### src/sv/mfbrf_pkg.sv
// mfbrf_pkg: command codes, byte constants and mask helpers for the frame store
// no dependencies
package mfbrf_pkg;

    localparam logic [1:0] ACT_CLEAR = 2'd0;
    localparam logic [1:0] ACT_SET   = 2'd1;
    localparam logic [1:0] ACT_GET   = 2'd2;
    localparam logic [1:0] ACT_FILL  = 2'd3;

    localparam logic [7:0] BYTE_WHITE = 8'hFF;
    localparam logic [7:0] BYTE_BLACK = 8'h00;
    localparam logic [2:0] BIT_FIRST  = 3'd0;
    localparam logic [2:0] BIT_LAST   = 3'd7;

    localparam int Q_DEPTH = 2;

    // pixel i of a byte sits in bit 7-i
    function automatic logic [7:0] span_mask(input logic [2:0] lo, input logic [2:0] hi);
        logic [7:0] m;
        m = '0;
        for (int i = 0; i < 8; i++) begin
            m[7-i] = (3'(i) >= lo) && (3'(i) <= hi);
        end
        return m;
    endfunction

    function automatic logic [7:0] paint(input logic [7:0] old, input logic [7:0] mask,
                                         input logic white);
        return white ? (old | mask) : (old & ~mask);
    endfunction

endpackage

### src/sv/mfbrf_queue.sv
// mfbrf_queue: short fifo between command front end and store sequencer
// depends on mfbrf_pkg
module mfbrf_queue import mfbrf_pkg::*; #(
    parameter type t_entry = logic
) (
    input  logic   i_clk,
    input  logic   i_rst_n,
    input  logic   i_valid,
    output logic   o_ready,
    input  t_entry i_data,
    output logic   o_valid,
    input  logic   i_ready,
    output t_entry o_data
);

    localparam int PW = (Q_DEPTH > 1) ? $clog2(Q_DEPTH) : 1;
    localparam int CNW = $clog2(Q_DEPTH + 1);

    t_entry          r_mem [Q_DEPTH];
    logic [PW-1:0]   r_wptr, r_rptr;
    logic [CNW-1:0]  r_count;
    logic            push, pop;

    assign o_ready = (r_count != CNW'(Q_DEPTH));
    assign o_valid = (r_count != '0);
    assign o_data  = r_mem[r_rptr];
    assign push    = i_valid && o_ready;
    assign pop     = o_valid && i_ready;

    always_ff @(posedge i_clk) begin
        if (!i_rst_n) begin
            r_wptr  <= '0;
            r_rptr  <= '0;
            r_count <= '0;
        end else begin
            if (push) begin
                r_wptr <= (r_wptr == PW'(Q_DEPTH - 1)) ? '0 : r_wptr + PW'(1);
            end
            if (pop) begin
                r_rptr <= (r_rptr == PW'(Q_DEPTH - 1)) ? '0 : r_rptr + PW'(1);
            end
            if (push && !pop) begin
                r_count <= r_count + CNW'(1);
            end else if (pop && !push) begin
                r_count <= r_count - CNW'(1);
            end
        end
    end

    always_ff @(posedge i_clk) begin
        if (push) begin
            r_mem[r_wptr] <= i_data;
        end
    end

endmodule

### config.mk
export PLATFORM = sky130hd
export DESIGN_NAME = mfbrf_queue
export DESIGN_NICKNAME = d
export VERILOG_FILES = /design/src/sv/mfbrf_pkg.sv /design/src/sv/mfbrf_queue.sv
export SDC_FILE = /design/constraint.sdc
export NUM_CORES = 1
export LEC_CHECK = 0
export BUFFER_PORTS_ARGS = -buffer_cell sky130_fd_sc_hd__clkbuf_2
export CAP_MARGIN = 20
export CORE_AREA = 2 2 39 41
export DETAILED_ROUTE_END_ITERATION = 8
export DIE_AREA = 0 0 41 43
export SLEW_MARGIN = 20
export SYNTH_ARGS = -nofsm -noshare
export SYNTH_HDL_FRONTEND = slang
export SYNTH_SLANG_ARGS = --single-unit
### constraint.sdc
create_clock -name i_clk -period 2 [get_ports i_clk]
set_input_delay 0.4 -clock i_clk [delete_from_list [all_inputs] [get_ports i_clk]]
set_output_delay 0.4 -clock i_clk [all_outputs]
set_load 0.02 [all_outputs]
Word level (Yosys, flattened, before mapping)

Memories as Yosys holds them, arrays and structs flattened. A register that Yosys moved wholly into a read port is not among the register bits.
Cells that the tools add are included.

Output and inout port bits: 3
Register bits: 4
Input bits: 5
Memories: 1
Memory bits (writable): 2

Memories:

| name  | depth | width | rd ports | clocked after memory_dff | write ports | line              | RTL |
|---|---|---|---|---|---|---|---|
| r_mem | 2     | 1     | 1        | 1                        | 1           | mfbrf_queue.sv:19 | `t_entry r_mem [Q_DEPTH];` |

Muxes and demuxes: 8
Reduce and logical (&&, ||, !) cells: 8
Equality and inequality tests: 1
Add/subtract/negate cells: 4

Operators by type and width:

| cell                | count |
|---|---|
| $mux 1              | 6 |
| $logic_and 1x1->1   | 4 |
| $mux 2              | 2 |
| $reduce_bool 2->1   | 2 |
| $add 1x1->1 const B | 2 |
| $add 2x1->2 const B | 1 |
| $logic_not 1->1     | 2 |
| $ne 2x2->1 const B  | 1 |
| $sub 2x1->2 const B | 1 |

Longest topological paths before layout

Gate-level depths: netlist of run 1.

Depth in word-level cells: 6
Gate-level depth with buffers: 6
Mapped depth without buffers: 6

Worst setup path before layout of run 1

Ideal clock, no wire load.

Path type: register -> register
Start: register r_count[0]
End: register r_count[1]
Cell stages (with the launch flop): 6
Required time: 1.930 ns
Path slack: 0.475 ns
Library setup time: 0.070 ns
Clock period less this slack: 1.525 ns
Arrival time: 1.455 ns
Cells stage by stage: dfxtp_1 > nand2b_4 > and2_1 > ha_1 > or3_1 > a21boi_1

Longest elaborated chain between the ends: 5

Ends and longest elaborated chain:

| what                               | line              | RTL |
|---|---|---|
| start: declaration                 | mfbrf_queue.sv:21 | `logic [CNW-1:0] r_count;` |
| start signal: assignment           | mfbrf_queue.sv:43 | `r_count <= r_count + CNW'(1);` |
| start signal: assignment           | mfbrf_queue.sv:45 | `r_count <= r_count - CNW'(1);` |
| $ne 2x2->1 (*)                     | mfbrf_queue.sv:24 | `assign o_ready = (r_count != CNW'(Q_DEPTH));` |
| named net o_ready                  | mfbrf_queue.sv:9  | `output logic o_ready,` |
| $logic_and 1x1->1 (*)              | mfbrf_queue.sv:27 | `assign push = i_valid && o_ready;` |
| named net push                     | mfbrf_queue.sv:22 | `logic push, pop;` |
| $logic_not 1->1                    | mfbrf_queue.sv:44 | `end else if (pop && !push) begin` |
| $logic_and 1x1->1                  | mfbrf_queue.sv:44 |  |
| $reduce_bool 2->1 (no source line) | n/a               |  |

The timed path passes the listed nets; every way through them passes the cells marked *. The select of a mux whose other input is x is not followed.
A chain may end at the register's enable or synchronous reset.

Worst setup path after layout of run 1

Start: register r_count[0]
End: register r_count[1]

Longest elaborated chain between the ends: 5

Ends and longest elaborated chain:

| what                               | line |
|---|---|
| $ne 2x2->1 (*)                     | mfbrf_queue.sv:24 |
| $logic_and 1x1->1 (*)              | mfbrf_queue.sv:27 |
| named net push                     | mfbrf_queue.sv:22 |
| $logic_not 1->1                    | mfbrf_queue.sv:44 |
| $logic_and 1x1->1                  | mfbrf_queue.sv:44 |
| $reduce_bool 2->1 (no source line) | n/a |

Marks and branches as above.

==> run metrics, run 1 <==
run status finished, final reports clean; average vias per placed instance about 4.2; simple-gate area share of the yosys netlist 0.207; share of the clock period used by the worst path 0.786; final number of setup-violating endpoints 0; worst slack at placement 0.459 ns; FP Rows 14; number of library cell types mapped by synthesis 18; area fraction in compound gates after synthesis 0.112; pin count of the biggest net entering global routing 6; Ports 8; number of hold violations in the final report 0; worst relative slew slack 0.820; remaining global-route overflow 0; Clock Power Share 0.217; unrepaired setup endpoints after global routing no; drt initial violations 6; buffers added on ports 7; Avg WL per Cell between 9 and 10 um; CTS buffer count 3; Synth async-reset ratio 0; Critical Path Fanout Max 5; Top Family by Delay on Critical Path simple AND/OR/NAND/NOR gates; largest family of logic cells by synthesized area simple AND/OR/NAND/NOR gates; root cell of the clock tree sky130_fd_sc_hd__clkbuf_4; portion of synthesized cell area occupied by the leading cell type 0.319; layout cell share with drive strength beyond 1 0.368; cell types with the highest counts after synthesis 5 x sky130_fd_sc_hd__dfxtp_1, 4 x sky130_fd_sc_hd__and2_1, 2 x sky130_fd_sc_hd__edfxtp_1, 2 x sky130_fd_sc_hd__xnor2_1; Max Clock Skew between 0.002 and 0.0025 ns; Total Wirelength between 500 and 600 um; number of optimization iterations in the first detailed-route pass 4; growth of design area from synthesis to finish 25.9%; per-instance average area after synthesis between 10 and 15 sq um; Comb pwr share 0.401; remaining design rule violation count 0; final period demand of the worst path ~1.6 ns; parity-gate share of the synthesized area counting xor and xnor cells 0.0837; net switching power of the design roughly 0.00020 W; area of the die between 1500 and 2000 sq um; Starting Density 0.227; Static Leakage about 0.17 nW; ordered list of cells on the worst path nand2b_4 -> and2_1 -> ha_1 -> or3_1 -> a21boi_1; clock latency on the worst-skew pair between 0.2 and 0.3 ns; kind of start point of the critical path register; data required time of the worst path roughly 2.2 ns; H-tree depth reported by CTS 1; Final Max Tran Viols 0; biggest area consumer among synthesized cells sky130_fd_sc_hd__dfxtp_1; Filler Cells Inserted approximately 160; TritonCTS clock tree done; buffering stage count on the worst path with inverters included 0; netlist area before placement 314 sq um; cell at the slowest stage of the critical path sky130_fd_sc_hd__dfxtp_1; maximum root-to-sink buffer count 2; adder-cell share of the synthesized area 0.0398; data arrival time of the critical path between 1.5 and 2 ns; Total Neg Setup Slack 0 ns; number of max-cap violations 0; nets@finish 45; leading cell type by number of instances after synthesis sky130_fd_sc_hd__dfxtp_1; chip height between 40 and 50 um; clock edge transition at the registers on the reported setup and hold paths 0.05 ns; Peak supply drop ~0.42 mV; count of flip-flops with a built-in enable after synthesis 2; worst hold-check path type in -> reg; final setup margin approximately 0.43 ns; count of state elements after synthesis 7; non-filler cells in the finished layout 54; CTS sink cnt 7; number of buffers inserted to repair setup after CTS 0; Cells after DPL 50; Die W 41 um; transition time at the pin with the least slew margin approximately 0.27 ns; net switching fraction of the power 0.338; leading register cell type out of synthesis sky130_fd_sc_hd__dfxtp_1; CORE AREA ~1400 sq um; mux cell area share after synthesis 0.0359; CTS-repair resized insts 0; Cells after Synth 27; total vias in the final route approximately 230; sequential share of power 0.382; diode count 0; critical setup path kind reg -> reg; number of antenna-violating nets in the routed design 0; fraction of the yosys area taken by sequential cells 0.510; Internal Pwr Total ~0.00039 W; cell area power density roughly 1500 nW/um^2; syn nets 33; delay contributed by the slowest stage of the critical path about 0.35 ns; placer congestion estimate 0.675; initial antenna violation count 0; CTS Hold Buffers Added 0; number of warnings reported in the yosys synthesis log 0; R2R setup slack ~0.43 ns; endpoint type of the worst setup path register; via count of the first global-routing pass slightly above 200; wire length of the first global-routing pass 876 um; timing-limited maximum frequency around 640 MHz; overall fraction of global-route tracks in use 0.0867; Area contributors post-synth sky130_fd_sc_hd__dfxtp_1 32%, sky130_fd_sc_hd__edfxtp_1 19%, sky130_fd_sc_hd__and2_1 8.0%
==> final cells by class <==
class                   instances  area (sq um)  share of cell area
clock buffers                   4          26.3              0.0665
flip-flops and latches          7           160               0.405
well taps                      16          20.0              0.0506
multi-input cells              19           150               0.380
repair buffers                  7          35.0              0.0886
inverters                       1          3.75             0.00949
==> per-layer routing <==
| metal | vias up | GRT usage | part of all wire |
|---|---|---|---|
| met4 | 0 | 0.0800 | 0 |
| met3 | 0 | 0.0785 | 0.058 |
| met5 | - | 0 | 0 |
| li1 | 116 | - | - |
| met1 | 107 | 0.0814 | 0.43 |
| met2 | 6 | 0.106 | 0.51 |
==> path summary, 6_finish.rpt <==
check / start / endpoint / cells after the start
worst max-delay path: r_count[0]$_SDFFE_PN0P_ / r_count[1]$_SDFFE_PN0P_ / 5
worst min-delay path: i_data / r_mem[0]$_DFFE_PP_ / 1
worst max register to register: r_count[0]$_SDFFE_PN0P_ / r_count[1]$_SDFFE_PN0P_ / 5
worst min register to register: r_count[1]$_SDFFE_PN0P_ / r_count[1]$_SDFFE_PN0P_ / 2
==> through the flow <==
stage | util | cell area (sq um) | hold slack (ns) | power [W]
2_1_floorplan | - | 314 | 0.499 | 0.000402
3_3_place_gp | 0.267 | 369 | 0.536 | 0.000452
3_5_place_dp | 0.267 | 369 | 0.551 | 0.000453
4_1_cts | 0.286 | 395 | 0.339 | 0.000593
5_1_grt | 0.286 | 395 | 0.336 | 0.000633
6_report | 0.286 | 395 | 0.350 | 0.000581
==> cells in the final DEF (no fill, tap or decap) <==
cell type,n
sky130_fd_sc_hd__or2_2,1
sky130_fd_sc_hd__nand2b_4,1
sky130_fd_sc_hd__o21ai_0,1
sky130_fd_sc_hd__or3_1,1
sky130_fd_sc_hd__a21boi_1,1
sky130_fd_sc_hd__ha_1,1
sky130_fd_sc_hd__o21ai_1,1
sky130_fd_sc_hd__edfxtp_1,2
sky130_fd_sc_hd__xnor2_1,2
sky130_fd_sc_hd__and2_1,4
sky130_fd_sc_hd__clkbuf_2,7
sky130_fd_sc_hd__mux2_2,1
sky130_fd_sc_hd__nand3b_1,1
sky130_fd_sc_hd__and3_1,1
sky130_fd_sc_hd__a21bo_2,1
sky130_fd_sc_hd__dfxtp_1,5
sky130_fd_sc_hd__a21boi_0,1
sky130_fd_sc_hd__xor2_1,1
sky130_fd_sc_hd__inv_1,1
sky130_fd_sc_hd__clkbuf_1,1
sky130_fd_sc_hd__clkbuf_4,3
==> cell families (layout without fill, tap and decap cells) <==
kind of cell,count (synthesis),after routing
AOI/OAI and AO/OA,5,5
xor gates and xnor gates,3,3
adders and majority gates,1,1
buffers and inverters,1,12
DFF,7,7
muxes,1,1
and+or+nand+nor,9,9
==> power groups by stage <==
stage / Combinational, W / Sequential (W) / Clock, W
2_1_floorplan: 0.000183 / 0.000219 / 0
5_1_grt: 0.000261 / 0.000225 / 0.000147
4_1_cts: 0.000237 / 0.000222 / 0.000134
3_3_place_gp: 0.000229 / 0.000223 / 0
3_5_place_dp: 0.000229 / 0.000225 / 0
6_report: 0.000233 / 0.000222 / 0.000126
Power figures use the tool's default switching activity.
==> run 2, diff against run 1 <==
ABC_AREA = 1   (was not set)
clock period = 1.42 ns   (was 2 ns; I/O delays follow)
==> run 2 against run 1 <==
  * Worst setup slack got worse by 0.32 ns
  * Die area unchanged
  * Highest routed layer is now met4
  * Routed wire length up 2.6%
  * Largest power group unchanged
==> run metrics, run 2 <==
run status finished, final reports clean; total vias in the final route 282; growth of design area from synthesis to finish 33.7%; netlist area before placement roughly 320 sq um; count of flip-flops with a built-in enable after synthesis 2; buffers added on ports 7; Max Clock Skew about 0.0037 ns; via count of the first global-routing pass between 200 and 300; leading cell type in the layout, fill and taps excluded sky130_fd_sc_hd__nor2_1; Total Neg Setup Slack 0 ns; CTS buffer count 3; root cell of the clock tree sky130_fd_sc_hd__clkbuf_4; biggest area consumer among synthesized cells sky130_fd_sc_hd__dfxtp_1; cell at the slowest stage of the critical path sky130_fd_sc_hd__mux2_2; CTS Hold Buffers Added 0; chip height ~43 um; pin count of the biggest net entering global routing 6; Ports 8; overall fraction of global-route tracks in use 0.0827; critical setup path kind reg -> out; worst hold-check path type in -> reg; most frequent cells in the layout 8 x sky130_fd_sc_hd__nor2_1, 7 x sky130_fd_sc_hd__nand2_1, 7 x sky130_fd_sc_hd__clkbuf_2; Critical Path Fanout Max 1; cell types with the highest counts after synthesis 8 x sky130_fd_sc_hd__nor2_1, 7 x sky130_fd_sc_hd__nand2_1, 6 x sky130_fd_sc_hd__inv_1; Hold Crit Endpoint r_mem[1]$_DFFE_PP_; data required time of the worst path around 1.1 ns; number of warnings reported in the yosys synthesis log 0; cell area power density just over 2000 nW/um^2; H-tree depth reported by CTS 1; number of hold violations in the final report 0; Cells after DPL 63; Min-Delay Startpoint i_data; per-instance average area after synthesis 8.07 sq um; Filler Cells Inserted 161; number of library cell types mapped by synthesis 16; portion of synthesized cell area occupied by the leading cell type 0.310; final number of setup-violating endpoints 0; clock edge transition at the registers on the reported setup and hold paths 0.05 ns; transition time at the pin with the least slew margin 0.141 ns; count of state elements after synthesis 7; Total Wirelength 547 um; syn nets 46; clock latency on the worst-skew pair 0.25 ns; layout cell share with drive strength beyond 1 0.340; CORE AREA about 1400 sq um; non-filler cells in the finished layout slightly below 70; Top Family by Delay on Critical Path multiplexers; Die W a little over 40 um; number of max-cap violations 0; unrepaired setup endpoints after global routing no; buffering stage count on the worst path with inverters included 1; Final Max Tran Viols 0; leading cell type by number of instances after synthesis sky130_fd_sc_hd__nor2_1; Detail Placement HPWL 414 um; initial antenna violation count 0; end of the worst register-to-register path r_count[1]$_SDFFE_PN0P_; delay contributed by the slowest stage of the critical path between 0.3 and 0.4 ns; FP Rows 14; ordered list of cells on the worst path mux2_2 -> clkbuf_2; timing-limited maximum frequency around 760 MHz; Static Leakage between 0.2 and 0.25 nW; TritonCTS clock tree done; drt initial violations 6; fraction of the yosys area taken by sequential cells 0.496; cell depth of the worst hold path 1; post-layout total power between 0.0008 and 0.0009 W; leading register cell type out of synthesis sky130_fd_sc_hd__dfxtp_1; number of optimization iterations in the first detailed-route pass 2; Synth async-reset ratio 0; R2R Path Start r_count[1]$_SDFFE_PN0P_; kind of start point of the critical path register; Starting Density 0.233; remaining design rule violation count 0; wire length of the first global-routing pass about 880 um; Area contributors post-synth sky130_fd_sc_hd__dfxtp_1 31%, sky130_fd_sc_hd__edfxtp_1 19%, sky130_fd_sc_hd__nor2_1 9.3%; Peak supply drop 0.812 mV; area of the die approximately 1800 sq um; Cells after Synth 40; average vias per placed instance 4.09; R2R setup slack 0.15 ns; data arrival time of the critical path slightly above 1 ns; worst relative slew slack 0.905; placer congestion estimate ~0.67; maximum root-to-sink buffer count 2; nets@finish 60; CTS sink cnt 7; share of the clock period used by the worst path 0.927; number of antenna-violating nets in the routed design 0; diode count 0; remaining global-route overflow 0; final period demand of the worst path around 1.3 ns; Avg WL per Cell 7.93 um; Worst R2R Path Depth 8; endpoint type of the worst setup path output pin
-- run 2: power by group --
group          switching (W)  internal (W)
sequential         0.0000392      0.000265
clock              0.0000715      0.000107
combinational       0.000225      0.000171
-- run 2: how the worst max path moves through the flow --
stage / startpoint / slack (ns) / end / cells past startpoint
floorplan: r_count[0]$_SDFFE_PN0P_ / 0.12 / r_count[1]$_SDFFE_PN0P_ / 10
global placement: r_count[0]$_SDFFE_PN0P_ / 0.10 / r_count[1]$_SDFFE_PN0P_ / 10
detailed placement: r_count[0]$_SDFFE_PN0P_ / 0.08 / r_count[1]$_SDFFE_PN0P_ / 10
CTS: r_count[0]$_SDFFE_PN0P_ / 0.07 / r_count[1]$_SDFFE_PN0P_ / 10
global route: r_count[0]$_SDFFE_PN0P_ / 0.04 / o_valid / 4
finish: register / 0.10 / o_data / 2
-- run 2: per-layer routing --
layer	part of all wire	track usage	vias to the layer above
met5	0	0	-
met4	0.016	0.0800	0
met3	0.068	0.0628	2
met2	0.46	0.109	8
met1	0.46	0.0752	121
li1	-	-	151
-- run 2: stage by stage --
stage | hold WS (ns) | instance area, sq um | util | worst slack, ns
2_1_floorplan | 0.383 | 323 | - | 0.120
3_3_place_gp | 0.481 | 378 | 0.273 | 0.103
3_5_place_dp | 0.480 | 378 | 0.273 | 0.0837
4_1_cts | 0.221 | 404 | 0.292 | 0.0691
5_1_grt | 0.225 | 432 | 0.312 | 0.0435
6_report | 0.228 | 432 | 0.312 | 0.104
-- run 2: final cells by class --
class                           instances  area [sq um]  share of cell area
Multi-Input combinational cell         25           144               0.333
Inverter                                8          31.3              0.0725
Clock buffer                            4          26.3              0.0609
Tap cell                               16          20.0              0.0464
Sequential cell                         7           160               0.371
Timing Repair Buffer                    9          50.0               0.116
-- run 2: logic make-up after synthesis --
group | Yosys count | share of synthesized area
buffers and inverters | 8 | 0.0969
multiplexers | 1 | 0.0349
AND/OR/NAND/NOR | 19 | 0.264
adder cells (fa/ha/maj) | 1 | 0.0388
flip-flops | 7 | 0.496
AO/OA/AOI/OAI | 4 | 0.0698
-- run 2: worst reg2reg max path: cells and delay by family, from the launching register on --
family                     cells  cell delay, ns
AOI/OAI and AO/OA              1            0.19
adders and majority gates      1            0.27
and+or+nand+nor                3            0.16
DFF                            1            0.38
buffers and inverters          3            0.16
-- run 2: timing repair --
action / 4_1_cts / 5_1_grt
resized for setup: 0 / 1
setup buffers: 0 / 2
setup endpoints to repair: 0 / 1
==> run 3, diff against run 2 <==
CELL_PAD_IN_SITES_DETAIL_PLACEMENT = 1   (was not set)
CELL_PAD_IN_SITES_GLOBAL_PLACEMENT = 2   (was not set)
CORE_AREA = not set   (was 2 2 39 41)
CORE_MARGIN = 2   (was not set)
CORE_UTILIZATION = 23   (was not set)
DIE_AREA = not set   (was 0 0 41 43)
PLACE_DENSITY_LB_ADDON = 0.1   (was not set)
clock period = 1.1 ns   (was 1.42 ns; I/O delays follow)
==> run 3 against run 2 <==
  * The flow now finishes with violations (setup timing)
  * Die area decreased by 2.5%
  * Largest power group unchanged
  * Routed wire length is 52% higher
  * Worst hold slack got worse by 0.062 ns
  * Cell count up 10%
  * Sequential share of layout area down 8.5 points
  * Critical endpoint is now r_count[1]$_SDFFE_PN0P_
  * Via count increased by 12%
  * First-iteration DRC count shrank 83%
  * Total power rose by 86%
  * Clock skew fell by 0.0012 ns
==> run metrics, run 3 (synthesized netlist as in run 2, its figures left out) <==
via count of the first global-routing pass 307; root cell of the clock tree sky130_fd_sc_hd__clkbuf_4; FP Rows 13; run status finished with violations; non-filler cells in the finished layout 76; met3 Resource Use GR 0.0565; chip height slightly above 40 um; Cells after DPL between 60 and 70; initial antenna violation count 0; nets@finish 68; layout cell share with drive strength beyond 1 0.639; cell at the slowest stage of the critical path sky130_fd_sc_hd__dfxtp_2; number of hold violations in the final report 0; timing-limited maximum frequency ~810 MHz; final period demand of the worst path 1.23 ns; Starting Density 0.248; leading cell type in the layout, fill and taps excluded sky130_fd_sc_hd__buf_4; Avg WL per Cell 11.0 um; maximum root-to-sink buffer count 2; growth of design area from synthesis to finish 79.1%; post-layout total power about 0.0016 W; wire length of the first global-routing pass between 1 and 1.5 mm; Die W a little over 40 um; violated checks setup timing; CORE AREA between 1000 and 1500 sq um; Critical Path Fanout Max 3; final number of setup-violating endpoints 5; buffering stage count on the worst path with inverters included 3; endpoint type of the worst setup path register; number of antenna-violating nets in the routed design 0; clock latency on the worst-skew pair approximately 0.24 ns; average vias per placed instance roughly 4.2; most frequent cells in the layout 8 x sky130_fd_sc_hd__buf_4, 5 x sky130_fd_sc_hd__nor2_1, 4 x sky130_fd_sc_hd__clkbuf_2; critical setup path kind reg -> reg; worst relative slew slack 0.907; Total Wirelength 833 um; number of optimization iterations in the first detailed-route pass 2; kind of start point of the critical path register; Top Family by Delay on Critical Path simple AND/OR/NAND/NOR gates; ordered list of cells on the worst path inv_2 -> nand2_4 -> nand2_4 -> clkinv_4 -> ha_4 -> inv_4 -> nand4_1 -> nand2_1 -> nor2_1; Ports 8; final setup margin -0.135 ns; routing layer with the top usage in global route met2; CTS Hold Buffers Added 0; grt met1 use 0.109; data arrival time of the critical path approximately 1.4 ns; overall fraction of global-route tracks in use 0.0955; buffers added on ports 7; share of the clock period used by the worst path 1.12; placed cell area around 440 sq um; CTS buffer count 3; diode count 0; CTS sink cnt 7; unrepaired setup endpoints after global routing yes; Max Clock Skew 0.00255 ns; Static Leakage 0.269 nW; Filler Cells Inserted approximately 160; TritonCTS clock tree done; Detail Placement HPWL roughly 560 um; area of the die 1720 sq um; total vias in the final route approximately 320; cell area power density between 2000 and 3000 nW/um^2; Design Area, Final around 580 sq um; H-tree depth reported by CTS 1; drt initial violations 1; remaining global-route overflow 0; delay contributed by the slowest stage of the critical path 0.34 ns; worst hold-check path type in -> reg; Crit path top cell by count sky130_fd_sc_hd__nand2_4; clock edge transition at the registers on the reported setup and hold paths 0.05 ns; data required time of the worst path roughly 1.2 ns; placer congestion estimate roughly 0.7; Peak supply drop 1.22 mV; fraction of met2 tracks used by global routing 0.153; number of max-cap violations 0; Final Max Tran Viols 0; transition time at the pin with the least slew margin approximately 0.14 ns; pin count of the biggest net entering global routing 5; remaining design rule violation count 0
[run 3: cell types whose count changed in the layout (fill, tap and decap cells not counted), sizes merged]
cell	previous run	this run
buf	2	13
clkbuf	11	8
[run 3: final timing paths]
path	startpoint	end	slack [ns]	cells past startpoint
worst max-delay path	r_count[0]$_SDFFE_PN0P_	r_count[1]$_SDFFE_PN0P_	-0.13	9
worst min-delay path	i_data	r_mem[0]$_DFFE_PP_	0.17	1
worst max register to register	r_count[0]$_SDFFE_PN0P_	r_count[1]$_SDFFE_PN0P_	-0.13	9
worst min register to register	r_rptr$_SDFFE_PN0P_	register	0.51	2
[run 3: area by class of cell]
type                            count  area (sq um)  area share
Multi-Input combinational cell     25           180       0.312
Timing Repair Buffer               17           148       0.255
Inverter                            8          40.0      0.0693
Tap cell                           15          18.8      0.0325
Sequential cell                     7           165       0.286
Clock buffer                        4          26.3      0.0455
[run 3: what timing repair did]
| action | 4_1_cts | 5_1_grt |
|---|---|---|
| resized for setup | 12 | 14 |
| gates cloned | 0 | 0 |
| buffers inserted | 2 | 4 |
| endpoints found under the setup margin | 5 | 9 |
| pin swaps | 3 | 8 |
[run 3: layer usage]
metal | wire length, um | share of wire
met3 | 27 | 0.032
met4 | 0 | 0
met2 | 435 | 0.52
met1 | 369 | 0.44
met5 | 0 | 0
[run 3: metrics by stage]
| stage | TNS, ns | worst slack (ns) | hold WS [ns] | utilization |
|---|---|---|---|---|
| 6_report | -0.489 | -0.135 | 0.166 | 0.444 |
| 2_1_floorplan | -0.140 | -0.0878 | 0.319 | - |
| 3_3_place_gp | -0.164 | -0.0961 | 0.410 | 0.340 |
| 5_1_grt | -0.760 | -0.197 | 0.161 | 0.444 |
| 3_5_place_dp | -0.189 | -0.116 | 0.417 | 0.340 |
| 4_1_cts | -0.375 | -0.149 | 0.161 | 0.400 |
[run 3: power breakdown]
part,switching (W),total [W],internal [W],leakage (nW)
Combinational,0.000451,0.000981,0.000530,0.193
Sequential,0.0000702,0.000426,0.000356,0.0610
Clock,0.0000875,0.000225,0.000138,0.0150
